File: config.mk
export PLATFORM = sky130hd
export DESIGN_NAME = dual_motor_incremental_pid
export DESIGN_NICKNAME = d
export VERILOG_FILES = /design/src/rtl/dmip_pkg.sv /design/src/rtl/dual_motor_incremental_pid.sv /design/src/rtl/dmip_ucode_rom.sv /design/src/rtl/dmip_sequencer.sv /design/src/rtl/dmip_datapath.sv
export VERILOG_INCLUDE_DIRS = /design/src /design/src/rtl
export SDC_FILE = /design/constraint.sdc
export NUM_CORES = 2
export LEC_CHECK = 0
export ABC_AREA = 1
export CAP_MARGIN = 20
export CORE_UTILIZATION = 25
export DETAILED_ROUTE_END_ITERATION = 10
export DONT_BUFFER_PORTS = 1
export GPL_TIMING_DRIVEN = 1
export SYNTH_ARGS = -nofsm -noshare
export SYNTH_HDL_FRONTEND = slang
export SYNTH_SLANG_ARGS = --single-unit
File: constraint.sdc
create_clock -name i_clk -period 8.5 [get_ports i_clk]
set_input_delay 0.85 -clock i_clk [delete_from_list [all_inputs] [get_ports i_clk]]
set_output_delay 0.85 -clock i_clk [all_outputs]
set_load 0.005 [all_outputs]
File: src/rtl/assert_macros.svh
// Assertion helpers shared by the RTL modules.
`ifndef ASSERT_MACROS_SVH
`define ASSERT_MACROS_SVH

// Property that must hold at every clock edge outside reset.
`define DMIP_ASSERT(label, clk, rst_n, prop, msg) \
    label: assert property (@(posedge clk) disable iff (!rst_n) prop) \
        else $error(msg);

// Condition that must never be seen at a clock edge outside reset.
`define DMIP_NEVER(label, clk, rst_n, cond, msg) \
    label: assert property (@(posedge clk) disable iff (!rst_n) !(cond)) \
        else $error(msg);

`endif

File: src/rtl/dmip_pkg.sv
package dmip_pkg;

    // Input beat: one sample tick for one motor channel.
    typedef struct packed {
        logic               channel;
        logic signed [15:0] target_speed;
        logic [31:0]        pulse_count;
    } t_in_item;

    // Output beat: new duty and measured speed for the channel.
    typedef struct packed {
        logic               out_channel;
        logic [15:0]        duty;
        logic signed [31:0] measured_speed;
    } t_out_item;

    // Configuration register file contents.
    typedef struct packed {
        logic [15:0] gain_prop;
        logic [15:0] gain_deriv;
        logic [15:0] gain_integ;
        logic [9:0]  sample_ms;
        logic [9:0]  inv_sample;
        logic [15:0] pwm_span;
    } t_cfg;

    localparam int CFG_IDX_W = 3;

    // Register indexes on the configuration port.
    typedef enum logic [CFG_IDX_W-1:0] {
        CFG_GAIN_PROP  = 3'd0,
        CFG_GAIN_DERIV = 3'd1,
        CFG_GAIN_INTEG = 3'd2,
        CFG_SAMPLE_MS  = 3'd3,
        CFG_INV_SAMPLE = 3'd4,
        CFG_PWM_SPAN   = 3'd5
    } t_cfg_reg;

    // Register values after reset.
    localparam logic [15:0] RST_GAIN_PROP  = 16'd10;
    localparam logic [15:0] RST_GAIN_DERIV = 16'd10;
    localparam logic [15:0] RST_GAIN_INTEG = 16'd1;
    localparam logic [9:0]  RST_SAMPLE_MS  = 10'd25;
    localparam logic [9:0]  RST_INV_SAMPLE = 10'd40;
    localparam logic [15:0] RST_PWM_SPAN   = 16'd8400;

    // Division by 1000 as a multiply by ceil(2^38 / 1000) and a shift by 38.
    // The magnitude is split in 16-bit halves, so the shift after the
    // partial products are combined is 38 - 16.
    localparam logic [28:0] RECIP_1000 = 29'd274877907;
    localparam int          PART_SHIFT = 16;
    localparam int          QUOT_SHIFT = 22;
    localparam int          QH_W       = 45;
    localparam int          QSUM_W     = 46;

    // Microprogram counter.
    localparam int                 STEP_W   = 4;
    localparam logic [STEP_W-1:0]  PROG_LEN = 4'd13;

    // Multiplier operand pairs.
    typedef enum logic [2:0] {
        MUL_NONE,
        MUL_GI_SM,
        MUL_P_ERR,
        MUL_GD_T,
        MUL_P_INV,
        MUL_GP_ERR,
        MUL_MHI_RCP,
        MUL_MLO_RCP
    } t_mul_op;

    // Adder and register-transfer operations.
    typedef enum logic [3:0] {
        ALU_NOP,
        ALU_SPEED,
        ALU_ERR,
        ALU_DIFF,
        ALU_ABS,
        ALU_LOAD_DUTY,
        ALU_ACC_PROD,
        ALU_SAVE_QH,
        ALU_QUOT,
        ALU_INTEG,
        ALU_ACC_INT,
        ALU_COMMIT
    } t_alu_op;

    // Sequencing: fall through, branch to target while the output is
    // blocked, or end the program.
    typedef enum logic [1:0] {
        JC_NEXT,
        JC_BLOCKED,
        JC_DONE
    } t_jcond;

    // One microcode word.
    typedef struct packed {
        t_mul_op           mul;
        t_alu_op           alu;
        t_jcond            jump;
        logic [STEP_W-1:0] target;
    } t_ctrl;

    function automatic t_ctrl make_ctrl(t_mul_op m, t_alu_op a, t_jcond j,
                                        logic [STEP_W-1:0] t);
        t_ctrl w;
        w.mul    = m;
        w.alu    = a;
        w.jump   = j;
        w.target = t;
        return w;
    endfunction

endpackage

File: src/rtl/dual_motor_incremental_pid.sv
// An accepted input beat runs through the 13 microcode steps and then the output register
// to its output beat, and holds at step 11 while an earlier result waits to be taken.
// A new beat is taken only once the microprogram on the shared 32x32 multiplier has ended.
// A beat for a channel that is not present is taken while idle and gives no result.
// Reset (synchronous, active low) clears all channel state and loads the register defaults.
module dual_motor_incremental_pid #(
    parameter int NUM_CHANNELS = 2
) (
    input  logic                              i_clk,
    input  logic                              i_rst_n,
    input  logic                              i_in_valid,
    output logic                              o_in_ready,
    input  dmip_pkg::t_in_item                i_in,
    output logic                              o_out_valid,
    input  logic                              i_out_ready,
    output dmip_pkg::t_out_item               o_out,
    input  logic                              i_cfg_valid,
    output logic                              o_cfg_ready,
    input  logic [dmip_pkg::CFG_IDX_W-1:0]    i_cfg_index,
    input  logic [15:0]                       i_cfg_data
);

    dmip_pkg::t_cfg  r_cfg;
    dmip_pkg::t_ctrl w_ctrl;
    logic            w_present;
    logic            w_exec;
    logic            w_out_blocked;

    // Configuration writes are always taken.
    assign o_cfg_ready = 1'b1;

    always_ff @(posedge i_clk) begin
        if (!i_rst_n) begin
            r_cfg.gain_prop  <= dmip_pkg::RST_GAIN_PROP;
            r_cfg.gain_deriv <= dmip_pkg::RST_GAIN_DERIV;
            r_cfg.gain_integ <= dmip_pkg::RST_GAIN_INTEG;
            r_cfg.sample_ms  <= dmip_pkg::RST_SAMPLE_MS;
            r_cfg.inv_sample <= dmip_pkg::RST_INV_SAMPLE;
            r_cfg.pwm_span   <= dmip_pkg::RST_PWM_SPAN;
        end else if (i_cfg_valid) begin
            unique case (i_cfg_index)
                dmip_pkg::CFG_GAIN_PROP:  r_cfg.gain_prop  <= i_cfg_data;
                dmip_pkg::CFG_GAIN_DERIV: r_cfg.gain_deriv <= i_cfg_data;
                dmip_pkg::CFG_GAIN_INTEG: r_cfg.gain_integ <= i_cfg_data;
                dmip_pkg::CFG_SAMPLE_MS:  r_cfg.sample_ms  <= i_cfg_data[9:0];
                dmip_pkg::CFG_INV_SAMPLE: r_cfg.inv_sample <= i_cfg_data[9:0];
                dmip_pkg::CFG_PWM_SPAN:   r_cfg.pwm_span   <= i_cfg_data;
                default: begin
                end
            endcase
        end
    end

    // Only channels that exist start the program.
    assign w_present = (32'(i_in.channel) < 32'(NUM_CHANNELS));

    dmip_sequencer u_seq (
        .i_clk         (i_clk),
        .i_rst_n       (i_rst_n),
        .i_in_valid    (i_in_valid),
        .i_in_present  (w_present),
        .i_out_blocked (w_out_blocked),
        .o_in_ready    (o_in_ready),
        .o_exec        (w_exec),
        .o_ctrl        (w_ctrl)
    );

    dmip_datapath #(
        .NUM_CHANNELS (NUM_CHANNELS)
    ) u_dp (
        .i_clk         (i_clk),
        .i_rst_n       (i_rst_n),
        .i_in_accept   (i_in_valid && o_in_ready),
        .i_in          (i_in),
        .i_exec        (w_exec),
        .i_ctrl        (w_ctrl),
        .i_cfg         (r_cfg),
        .i_out_ready   (i_out_ready),
        .o_out_valid   (o_out_valid),
        .o_out         (o_out),
        .o_out_blocked (w_out_blocked)
    );

endmodule

File: src/rtl/dmip_ucode_rom.sv
module dmip_ucode_rom (
    input  logic [dmip_pkg::STEP_W-1:0] i_step,
    output dmip_pkg::t_ctrl             o_ctrl
);

    // The PID program. A product issued at one step is in the product
    // register at the next step.
    always_comb begin
        unique case (i_step)
            4'd0:  o_ctrl = dmip_pkg::make_ctrl(dmip_pkg::MUL_NONE, dmip_pkg::ALU_SPEED,
                                                dmip_pkg::JC_NEXT, 4'd0);
            4'd1:  o_ctrl = dmip_pkg::make_ctrl(dmip_pkg::MUL_GI_SM, dmip_pkg::ALU_ERR,
                                                dmip_pkg::JC_NEXT, 4'd0);
            4'd2:  o_ctrl = dmip_pkg::make_ctrl(dmip_pkg::MUL_P_ERR, dmip_pkg::ALU_DIFF,
                                                dmip_pkg::JC_NEXT, 4'd0);
            4'd3:  o_ctrl = dmip_pkg::make_ctrl(dmip_pkg::MUL_GD_T, dmip_pkg::ALU_ABS,
                                                dmip_pkg::JC_NEXT, 4'd0);
            4'd4:  o_ctrl = dmip_pkg::make_ctrl(dmip_pkg::MUL_P_INV, dmip_pkg::ALU_LOAD_DUTY,
                                                dmip_pkg::JC_NEXT, 4'd0);
            4'd5:  o_ctrl = dmip_pkg::make_ctrl(dmip_pkg::MUL_GP_ERR, dmip_pkg::ALU_ACC_PROD,
                                                dmip_pkg::JC_NEXT, 4'd0);
            4'd6:  o_ctrl = dmip_pkg::make_ctrl(dmip_pkg::MUL_MHI_RCP, dmip_pkg::ALU_ACC_PROD,
                                                dmip_pkg::JC_NEXT, 4'd0);
            4'd7:  o_ctrl = dmip_pkg::make_ctrl(dmip_pkg::MUL_MLO_RCP, dmip_pkg::ALU_SAVE_QH,
                                                dmip_pkg::JC_NEXT, 4'd0);
            4'd8:  o_ctrl = dmip_pkg::make_ctrl(dmip_pkg::MUL_NONE, dmip_pkg::ALU_QUOT,
                                                dmip_pkg::JC_NEXT, 4'd0);
            4'd9:  o_ctrl = dmip_pkg::make_ctrl(dmip_pkg::MUL_NONE, dmip_pkg::ALU_INTEG,
                                                dmip_pkg::JC_NEXT, 4'd0);
            4'd10: o_ctrl = dmip_pkg::make_ctrl(dmip_pkg::MUL_NONE, dmip_pkg::ALU_ACC_INT,
                                                dmip_pkg::JC_NEXT, 4'd0);
            4'd11: o_ctrl = dmip_pkg::make_ctrl(dmip_pkg::MUL_NONE, dmip_pkg::ALU_NOP,
                                                dmip_pkg::JC_BLOCKED, 4'd11);
            4'd12: o_ctrl = dmip_pkg::make_ctrl(dmip_pkg::MUL_NONE, dmip_pkg::ALU_COMMIT,
                                                dmip_pkg::JC_DONE, 4'd0);
            default: o_ctrl = dmip_pkg::make_ctrl(dmip_pkg::MUL_NONE, dmip_pkg::ALU_NOP,
                                                  dmip_pkg::JC_DONE, 4'd0);
        endcase
    end

endmodule

File: src/rtl/dmip_sequencer.sv
`include "assert_macros.svh"

module dmip_sequencer (
    input  logic            i_clk,
    input  logic            i_rst_n,
    input  logic            i_in_valid,
    input  logic            i_in_present,
    input  logic            i_out_blocked,
    output logic            o_in_ready,
    output logic            o_exec,
    output dmip_pkg::t_ctrl o_ctrl
);

    logic                          r_busy;
    logic                          n_busy;
    logic [dmip_pkg::STEP_W-1:0]   r_step;
    logic [dmip_pkg::STEP_W-1:0]   n_step;
    dmip_pkg::t_ctrl               w_ctrl;

    // Control store lookup for the current step.
    dmip_ucode_rom u_rom (
        .i_step (r_step),
        .o_ctrl (w_ctrl)
    );

    // Next step: start on a beat for a present channel, then follow the
    // jump field of each control word.
    always_comb begin
        n_busy = r_busy;
        n_step = r_step;
        if (!r_busy) begin
            if (i_in_valid && i_in_present) begin
                n_busy = 1'b1;
                n_step = '0;
            end
        end else begin
            unique case (w_ctrl.jump)
                dmip_pkg::JC_NEXT: begin
                    n_step = r_step + 1'b1;
                end
                dmip_pkg::JC_BLOCKED: begin
                    n_step = i_out_blocked ? w_ctrl.target : r_step + 1'b1;
                end
                dmip_pkg::JC_DONE: begin
                    n_busy = 1'b0;
                    n_step = '0;
                end
                default: begin
                    n_busy = 1'b0;
                    n_step = '0;
                end
            endcase
        end
    end

    // Outputs toward the handshake and the datapath.
    always_comb begin
        o_in_ready = !r_busy;
        o_exec     = r_busy;
        o_ctrl     = w_ctrl;
    end

    always_ff @(posedge i_clk) begin
        if (!i_rst_n) begin
            r_busy <= 1'b0;
            r_step <= '0;
        end else begin
            r_busy <= n_busy;
            r_step <= n_step;
        end
    end

    // The commit step must only be reached with a free output register.
    `DMIP_ASSERT(a_commit_free, i_clk, i_rst_n, (r_busy && w_ctrl.alu == dmip_pkg::ALU_COMMIT) |-> !i_out_blocked, "commit while output register is blocked")
    // The step counter stays inside the program.
    `DMIP_ASSERT(a_step_range, i_clk, i_rst_n, r_busy |-> (r_step < dmip_pkg::PROG_LEN), "step counter left the program")

endmodule

File: src/rtl/dmip_datapath.sv
`include "assert_macros.svh"

module dmip_datapath #(
    parameter int NUM_CHANNELS = 2
) (
    input  logic                i_clk,
    input  logic                i_rst_n,
    input  logic                i_in_accept,
    input  dmip_pkg::t_in_item  i_in,
    input  logic                i_exec,
    input  dmip_pkg::t_ctrl     i_ctrl,
    input  dmip_pkg::t_cfg      i_cfg,
    input  logic                i_out_ready,
    output logic                o_out_valid,
    output dmip_pkg::t_out_item o_out,
    output logic                o_out_blocked
);

    localparam int CH_W = (NUM_CHANNELS > 1) ? $clog2(NUM_CHANNELS) : 1;

    // Per-channel controller state.
    logic [31:0] r_last_count [NUM_CHANNELS];
    logic [31:0] r_last_error [NUM_CHANNELS];
    logic [31:0] r_integ_sum  [NUM_CHANNELS];
    logic [31:0] r_duty_value [NUM_CHANNELS];

    // Captured sample.
    logic [CH_W-1:0]    r_ch;
    logic               r_ch_bit;
    logic signed [15:0] r_tgt;
    logic [31:0]        r_cnt;

    // Working registers.
    logic [31:0]                 r_spd;
    logic [31:0]                 r_err;
    logic [31:0]                 r_t;
    logic [31:0]                 r_acc;
    logic [31:0]                 r_mag;
    logic                        r_neg;
    logic [31:0]                 r_int;
    logic [dmip_pkg::QH_W-1:0]   r_qh;
    logic [63:0]                 r_prod;

    logic                        r_out_valid;
    dmip_pkg::t_out_item         r_out;

    logic [31:0]                 w_mul_a;
    logic [31:0]                 w_mul_b;
    logic [dmip_pkg::QSUM_W-1:0] w_qsum;
    logic signed [31:0]          w_acc_s;
    logic signed [31:0]          w_period;
    logic signed [31:0]          w_hi;
    logic signed [31:0]          w_duty;
    logic                        w_commit;

    assign w_commit = i_exec && (i_ctrl.alu == dmip_pkg::ALU_COMMIT);

    // Multiplier operand selection.
    always_comb begin
        unique case (i_ctrl.mul)
            dmip_pkg::MUL_GI_SM: begin
                w_mul_a = 32'(i_cfg.gain_integ);
                w_mul_b = 32'(i_cfg.sample_ms);
            end
            dmip_pkg::MUL_P_ERR: begin
                w_mul_a = r_prod[31:0];
                w_mul_b = r_err;
            end
            dmip_pkg::MUL_GD_T: begin
                w_mul_a = 32'(i_cfg.gain_deriv);
                w_mul_b = r_t;
            end
            dmip_pkg::MUL_P_INV: begin
                w_mul_a = r_prod[31:0];
                w_mul_b = 32'(i_cfg.inv_sample);
            end
            dmip_pkg::MUL_GP_ERR: begin
                w_mul_a = 32'(i_cfg.gain_prop);
                w_mul_b = r_err;
            end
            dmip_pkg::MUL_MHI_RCP: begin
                w_mul_a = 32'(r_mag[31:16]);
                w_mul_b = 32'(dmip_pkg::RECIP_1000);
            end
            dmip_pkg::MUL_MLO_RCP: begin
                w_mul_a = 32'(r_mag[15:0]);
                w_mul_b = 32'(dmip_pkg::RECIP_1000);
            end
            default: begin
                w_mul_a = '0;
                w_mul_b = '0;
            end
        endcase
    end

    // Quotient by 1000: high partial product plus the shifted low one.
    assign w_qsum = dmip_pkg::QSUM_W'(r_qh)
                  + dmip_pkg::QSUM_W'(r_prod[63:dmip_pkg::PART_SHIFT]);

    // Duty clamp: limit from above to period-1 first, then from below to 1.
    always_comb begin
        w_acc_s  = signed'(r_acc);
        w_period = signed'({16'd0, i_cfg.pwm_span});
        w_hi     = (w_acc_s >= w_period) ? w_period - 32'sd1 : w_acc_s;
        w_duty   = (w_hi <= 32'sd0) ? 32'sd1 : w_hi;
    end

    // Sample capture, multiplier and working registers.
    always_ff @(posedge i_clk) begin
        if (i_in_accept) begin
            r_ch     <= CH_W'(i_in.channel);
            r_ch_bit <= i_in.channel;
            r_tgt    <= i_in.target_speed;
            r_cnt    <= i_in.pulse_count;
        end
        if (i_exec && i_ctrl.mul != dmip_pkg::MUL_NONE) begin
            r_prod <= 64'(w_mul_a) * 64'(w_mul_b);
        end
        if (i_exec) begin
            unique case (i_ctrl.alu)
                dmip_pkg::ALU_SPEED:     r_spd <= r_cnt - r_last_count[r_ch];
                dmip_pkg::ALU_ERR:       r_err <= 32'(r_tgt) - r_spd;
                dmip_pkg::ALU_DIFF:      r_t   <= r_err - r_last_error[r_ch];
                dmip_pkg::ALU_ABS: begin
                    r_neg <= r_prod[31];
                    r_mag <= r_prod[31] ? (~r_prod[31:0] + 32'd1) : r_prod[31:0];
                end
                dmip_pkg::ALU_LOAD_DUTY: r_acc <= r_duty_value[r_ch];
                dmip_pkg::ALU_ACC_PROD:  r_acc <= r_acc + r_prod[31:0];
                dmip_pkg::ALU_SAVE_QH:   r_qh  <= r_prod[dmip_pkg::QH_W-1:0];
                dmip_pkg::ALU_QUOT:      r_t   <= 32'(w_qsum[dmip_pkg::QSUM_W-1:dmip_pkg::QUOT_SHIFT]);
                dmip_pkg::ALU_INTEG:     r_int <= r_integ_sum[r_ch] + (r_t ^ {32{r_neg}})
                                                  + 32'(r_neg);
                dmip_pkg::ALU_ACC_INT:   r_acc <= r_acc + r_int;
                dmip_pkg::ALU_COMMIT: begin
                    r_out.out_channel    <= r_ch_bit;
                    r_out.duty           <= w_duty[15:0];
                    r_out.measured_speed <= signed'(r_spd);
                end
                default: begin
                end
            endcase
        end
    end

    // Channel state is written back when the result is committed.
    always_ff @(posedge i_clk) begin
        if (!i_rst_n) begin
            for (int i = 0; i < NUM_CHANNELS; i++) begin
                r_last_count[i] <= '0;
                r_last_error[i] <= '0;
                r_integ_sum[i]  <= '0;
                r_duty_value[i] <= '0;
            end
        end else if (w_commit) begin
            r_last_count[r_ch] <= r_cnt;
            r_last_error[r_ch] <= r_err;
            r_integ_sum[r_ch]  <= r_int;
            r_duty_value[r_ch] <= unsigned'(w_duty);
        end
    end

    // Output register: set by a commit, cleared when the beat is taken.
    always_ff @(posedge i_clk) begin
        if (!i_rst_n) begin
            r_out_valid <= 1'b0;
        end else if (w_commit) begin
            r_out_valid <= 1'b1;
        end else if (r_out_valid && i_out_ready) begin
            r_out_valid <= 1'b0;
        end
    end

    assign o_out_valid   = r_out_valid;
    assign o_out         = r_out;
    assign o_out_blocked = r_out_valid && !i_out_ready;

    // A committed result is offered on the next cycle.
    `DMIP_ASSERT(a_commit_shows, i_clk, i_rst_n, w_commit |=> r_out_valid, "commit did not raise the output valid")
    // The clamp never lets a zero duty out.
    `DMIP_NEVER(a_duty_nonzero, i_clk, i_rst_n, r_out_valid && r_out.duty == 16'd0, "zero duty offered")

endmodule

==> report_table.html <==
<table>
<tr><th>Metric</th><th>Value</th></tr>
<tr><th colspan="2">Status</th></tr>
<tr><td>Result of the run</td><td>completed</td></tr>
<tr><th colspan="2">Logic synthesis</th></tr>
<tr><td>Synth Register Bits</td><td>roughly 750</td></tr>
<tr><td>Multiplexer area fraction after synthesis</td><td>0.8219%</td></tr>
<tr><td>Post-synthesis simple-gate area fraction</td><td>roughly 16%</td></tr>
<tr><td>Cell area after synthesis</td><td>approximately 73000 um2</td></tr>
<tr><td>Fraction of synthesized cell area in xor and xnor cells</td><td>approximately 3.1%</td></tr>
<tr><td>Dominant combinational cell family by area after synthesis</td><td>adder cells</td></tr>
<tr><td>Share of synthesized registers carrying an async set or reset</td><td>0%</td></tr>
<tr><td>Adder-Cell Fraction of Synth Area</td><td>32.65%</td></tr>
<tr><td>Mean cell area of the mapped netlist</td><td>8.775 um2</td></tr>
<tr><td>Synth unique cells</td><td>63</td></tr>
<tr><td>Flip-flop cell with the highest count after synthesis</td><td>sky130_fd_sc_hd__edfxtp_1</td></tr>
<tr><td>Synth warn</td><td>0</td></tr>
<tr><td>Post-synthesis compound-gate area fraction</td><td>between 8 and 9%</td></tr>
<tr><td>Number of enable flip-flop cells after synthesis</td><td>654</td></tr>
<tr><td>Sequential fraction of the synthesis area</td><td>just under 30%</td></tr>
<tr><td>Number of standard cells after synthesis</td><td>8345</td></tr>
<tr><th colspan="2">Critical path</th></tr>
<tr><td>Delay of the slowest cell on the worst path</td><td>approximately 0.66 ns</td></tr>
<tr><td>R2r startpoint</td><td>u_seq.u_rom.o_ctrl[11]</td></tr>
<tr><td>Critical Path End Type</td><td>flip-flop</td></tr>
<tr><td>Slowest stage cell on the critical path</td><td>sky130_fd_sc_hd__fa_1</td></tr>
<tr><td>Family with the most delay on the worst path</td><td>adder cells</td></tr>
<tr><td>Most common cell on crit path</td><td>sky130_fd_sc_hd__fa_1</td></tr>
<tr><td>Data required time at the worst endpoint</td><td>a little under 9 ns</td></tr>
<tr><td>Stages on the worst setup path</td><td>29</td></tr>
<tr><td>Maximum net fanout on the critical path</td><td>22</td></tr>
<tr><td>Element type at the critical path start</td><td>flip-flop</td></tr>
<tr><td>Startpoint-to-endpoint class of the critical path</td><td>reg2reg</td></tr>
<tr><td>Crit. Startpoint</td><td>u_seq.u_rom.o_ctrl[11]</td></tr>
<tr><td>Buffering stage count on the worst path with inverters included</td><td>7</td></tr>
<tr><td>Worst r2r path cells</td><td>29</td></tr>
<tr><td>Arrival time at the worst endpoint</td><td>~8.7 ns</td></tr>
<tr><th colspan="2">Placed design</th></tr>
<tr><td>Global placer's final weighted congestion</td><td>around 0.95</td></tr>
<tr><td>Final HPWL from detailed placement</td><td>roughly 190000 um</td></tr>
<tr><td>Port Buffers</td><td>0</td></tr>
<tr><th colspan="2">Detailed routing</th></tr>
<tr><td>DRC violations left</td><td>0</td></tr>
<tr><td>Residual antenna-violating net count after detailed routing</td><td>0</td></tr>
<tr><td>WL per Instance</td><td>~19 um</td></tr>
<tr><td>Vias post-DR</td><td>roughly 58000</td></tr>
<tr><td>Vias/cell</td><td>between 4 and 5</td></tr>
<tr><td>Iteration count of the initial detailed-routing pass</td><td>6</td></tr>
<tr><td>Total length of routed wires</td><td>between 200000 and 250000 um</td></tr>
<tr><td>Number of design-rule violations left by the first detailed-router iteration</td><td>4571</td></tr>
<tr><th colspan="2">Worst hold path</th></tr>
<tr><td>Hold Crit Start</td><td>i_in[10]</td></tr>
<tr><td>Class of the tightest hold or removal check</td><td>in2reg</td></tr>
<tr><td>Instance count along the most critical hold path</td><td>0</td></tr>
<tr><th colspan="2">Timing</th></tr>
<tr><td>Slew headroom</td><td>between 30% and 40%</td></tr>
<tr><td>Setup repair after global routing missed its margin</td><td>yes</td></tr>
<tr><td>Clock period minus final worst setup slack</td><td>8.268 ns</td></tr>
<tr><td>Final-report max-slew violation count</td><td>0</td></tr>
<tr><td>Maximum clock skew at final layout</td><td>0.03950 ns</td></tr>
<tr><td>Slew of the pin with the lowest slew margin</td><td>between 1 and 1.5 ns</td></tr>
<tr><td>Peak Freq</td><td>about 120 MHz</td></tr>
<tr><td>Final Setup Violations</td><td>0</td></tr>
<tr><td>WHS</td><td>0.2473 ns</td></tr>
<tr><td>Period utilization</td><td>between 90 and 100%</td></tr>
<tr><td>Fin. Hold Viols</td><td>0</td></tr>
<tr><th colspan="2">GRT</th></tr>
<tr><td>Largest net degree at the start of global routing</td><td>100</td></tr>
<tr><td>Initial antenna violation count</td><td>6</td></tr>
<tr><td>Remaining global-route overflow</td><td>0</td></tr>
<tr><td>Wire length of the first global-routing pass</td><td>between 300000 and 400000 um</td></tr>
<tr><td>Global routing usage summed across all routing layers</td><td>about 16%</td></tr>
<tr><td>Number of global-route vias before repair</td><td>approximately 57000</td></tr>
<tr><th colspan="2">Clock network</th></tr>
<tr><td>Clock network latency to the later pin of the worst-skew pair</td><td>just under 0.7 ns</td></tr>
<tr><td>Clock sink count</td><td>approximately 750</td></tr>
<tr><td>Maximum level of the CTS H-tree</td><td>3</td></tr>
<tr><td>Buffer levels on the longest clock path</td><td>3</td></tr>
<tr><td>Total CTS buffers</td><td>between 70 and 80</td></tr>
<tr><td>Root buffer selected by CTS</td><td>sky130_fd_sc_hd__clkbuf_16</td></tr>
<tr><td>TritonCTS clock tree</td><td>built</td></tr>
<tr><td>Clock slew seen by the registers of the worst setup and hold paths</td><td>0.07 ns</td></tr>
<tr><th colspan="2">Final layout</th></tr>
<tr><td>Diode insertion count for antenna repair</td><td>0</td></tr>
<tr><td>Most common cell after layout, fill and taps aside</td><td>sky130_fd_sc_hd__inv_1</td></tr>
<tr><td>Commonest cells after routing, fill and taps aside</td><td>1492 x sky130_fd_sc_hd__inv_1, 1458 x sky130_fd_sc_hd__nand2_1, 1236 x sky130_fd_sc_hd__nor2_1, 900 x sky130_fd_sc_hd__fa_1, 654 x sky130_fd_sc_hd__edfxtp_1</td></tr>
<tr><td>Fin util</td><td>28.79%</td></tr>
<tr><td>Layout Area Growth over Synthesis</td><td>14.46%</td></tr>
<tr><td>Number of nets in the finished design</td><td>roughly 10000</td></tr>
<tr><td>Fraction of layout instances using a drive strength above 1</td><td>roughly 7.8%</td></tr>
<tr><th colspan="2">Power</th></tr>
<tr><td>Power density of the placed cells</td><td>between 100 and 150 nW/um2</td></tr>
<tr><td>Leakage power total</td><td>roughly 38 nW</td></tr>
<tr><td>IR drop worst, VDD</td><td>~0.00014 V</td></tr>
<tr><th colspan="2">Floorplanning</th></tr>
<tr><td>Num rows</td><td>198</td></tr>
<tr><td>Starting Density</td><td>between 20 and 30%</td></tr>
<tr><td>Horizontal die dimension</td><td>543.2 um</td></tr>
<tr><td>Area of the core</td><td>roughly 290000 um2</td></tr>
<tr><td>Die ar.</td><td>between 200000 and 300000 um2</td></tr>
<tr><td>Top-Level Pins</td><td>around 130</td></tr>
<tr><td>Floorplan die height</td><td>543.2 um</td></tr>
<tr><th colspan="2">Run</th></tr>
<tr><td>Maximum Capacitance Violations</td><td>0</td></tr>
</table>
-- power breakdown --
part	total (mW)	internal (mW)	switching (mW)
clock network	3.66	2.05	1.61
registers	4.25	4.17	0.0770
logic	1.21	0.403	0.811
-- final cells by class --
| class | instances | area [um2] |
|---|---|---|
| Inverter | 1532 | 5814 |
| Tap cell | 3900 | 4880 |
| Timing Repair Buffer | 396 | 3466 |
| Fill cell | 30814 | 207300 |
| Sequential cell | 754 | 21640 |
| Clock inverter | 57 | 680.7 |
| Clock buffer | 89 | 2044 |
| Multi-Input combinational cell | 5822 | 45280 |
-- layer usage --
metal | vias up | wire length, um | GRT usage (%)
li1 | 26666 | - | -
met1 | 28707 | 103700 | 21.74
met2 | 1904 | 109600 | 25.99
met3 | 308 | 14890 | 1.813
met4 | 4 | 6699 | 4.288
met5 | - | 24 | 0
-- through the flow --
stage / cell area [um2] / TNS, ns / setup slack, ns / total power [mW] / std cells
after global routing: 83810 / -0.1245 / -0.05081 / 9.455 / 12550
after detailed placement: 80750 / 0 / 0.1222 / 5.525 / 12394
after global placement: 80750 / 0 / 0.2311 / 5.519 / 12394
final: 83810 / 0 / 0.2316 / 9.122 / 12550
after CTS: 83480 / 0 / 0.07527 / 9.173 / 12540
after floorplan: 73340 / 0 / 0.7649 / 5.114 / 8376
-- flip-flops by register name, summed over array words and instances (netlist names), 45 cells and up, named ones only --
signal and count:
u_dp.r_duty_value 64, u_dp.r_prod 62, u_dp.r_integ_sum 64, u_dp.r_qh 45, u_dp.o_out 49, r_cfg 84
u_dp.r_last_count 64, u_dp.r_last_error 64
-- cell families after synthesis --
logic type      count (synthesis)
simple gates                 3048
xor+xnor                      259
mux                            60
fa+ha+maj                    1371
buf+inv                      1800
other cells                     2
flops                         754
compound gates               1051
-- cell usage after synthesis, types with 7 or more instances --
library cell / count / area share, %
sky130_fd_sc_hd__a21boi_1: 9 / 0.092
sky130_fd_sc_hd__nand2_1: 1461 / 7.5
sky130_fd_sc_hd__ha_1: 471 / 8.0
sky130_fd_sc_hd__or2_2: 16 / 0.14
sky130_fd_sc_hd__edfxtp_1: 654 / 27
sky130_fd_sc_hd__a221oi_1: 16 / 0.19
sky130_fd_sc_hd__nor2_1: 1269 / 6.5
sky130_fd_sc_hd__o21ai_0: 359 / 2.5
sky130_fd_sc_hd__nor3_1: 57 / 0.39
sky130_fd_sc_hd__o21bai_1: 22 / 0.23
sky130_fd_sc_hd__inv_1: 1505 / 7.7
sky130_fd_sc_hd__xnor2_1: 71 / 0.85
sky130_fd_sc_hd__mux2i_1: 59 / 0.81
sky130_fd_sc_hd__nand3_2: 10 / 0.14
sky130_fd_sc_hd__nand4_1: 26 / 0.22
sky130_fd_sc_hd__dfxtp_1: 100 / 2.7
sky130_fd_sc_hd__buf_1: 19 / 0.097
sky130_fd_sc_hd__xor2_1: 188 / 2.2
sky130_fd_sc_hd__o21ai_1: 9 / 0.062
sky130_fd_sc_hd__clkinv_1: 25 / 0.13
sky130_fd_sc_hd__nand3b_1: 7 / 0.072
sky130_fd_sc_hd__a21o_1: 58 / 0.59
sky130_fd_sc_hd__o221ai_1: 8 / 0.096
sky130_fd_sc_hd__o211ai_1: 28 / 0.29
sky130_fd_sc_hd__clkbuf_1: 226 / 1.2
sky130_fd_sc_hd__fa_1: 900 / 25
sky130_fd_sc_hd__a22oi_1: 8 / 0.082
sky130_fd_sc_hd__o21a_1: 27 / 0.28
sky130_fd_sc_hd__a21boi_0: 22 / 0.23
sky130_fd_sc_hd__a31oi_1: 53 / 0.45
sky130_fd_sc_hd__nor4_1: 21 / 0.18
sky130_fd_sc_hd__a21oi_1: 406 / 2.8
sky130_fd_sc_hd__buf_2: 19 / 0.13
sky130_fd_sc_hd__nand3_1: 153 / 1.0
-- path summary, 6_finish.rpt --
path                                   endpoint  slack (ns)
worst max-delay path            u_dp.r_prod[51]        0.23
worst min-delay path             u_dp.r_cnt[10]        0.25
worst max register to register  u_dp.r_prod[51]        0.23
worst min register to register   u_dp.o_out[28]        0.46
-- repair_timing --
action / in CTS / in global routing
resized for setup: 0 / 68
endpoints found under the setup margin: 0 / 35
buffers inserted: 0 / 9
hold buffers: 0 / 0
Note: power is estimated with default switching activity, not from simulation.
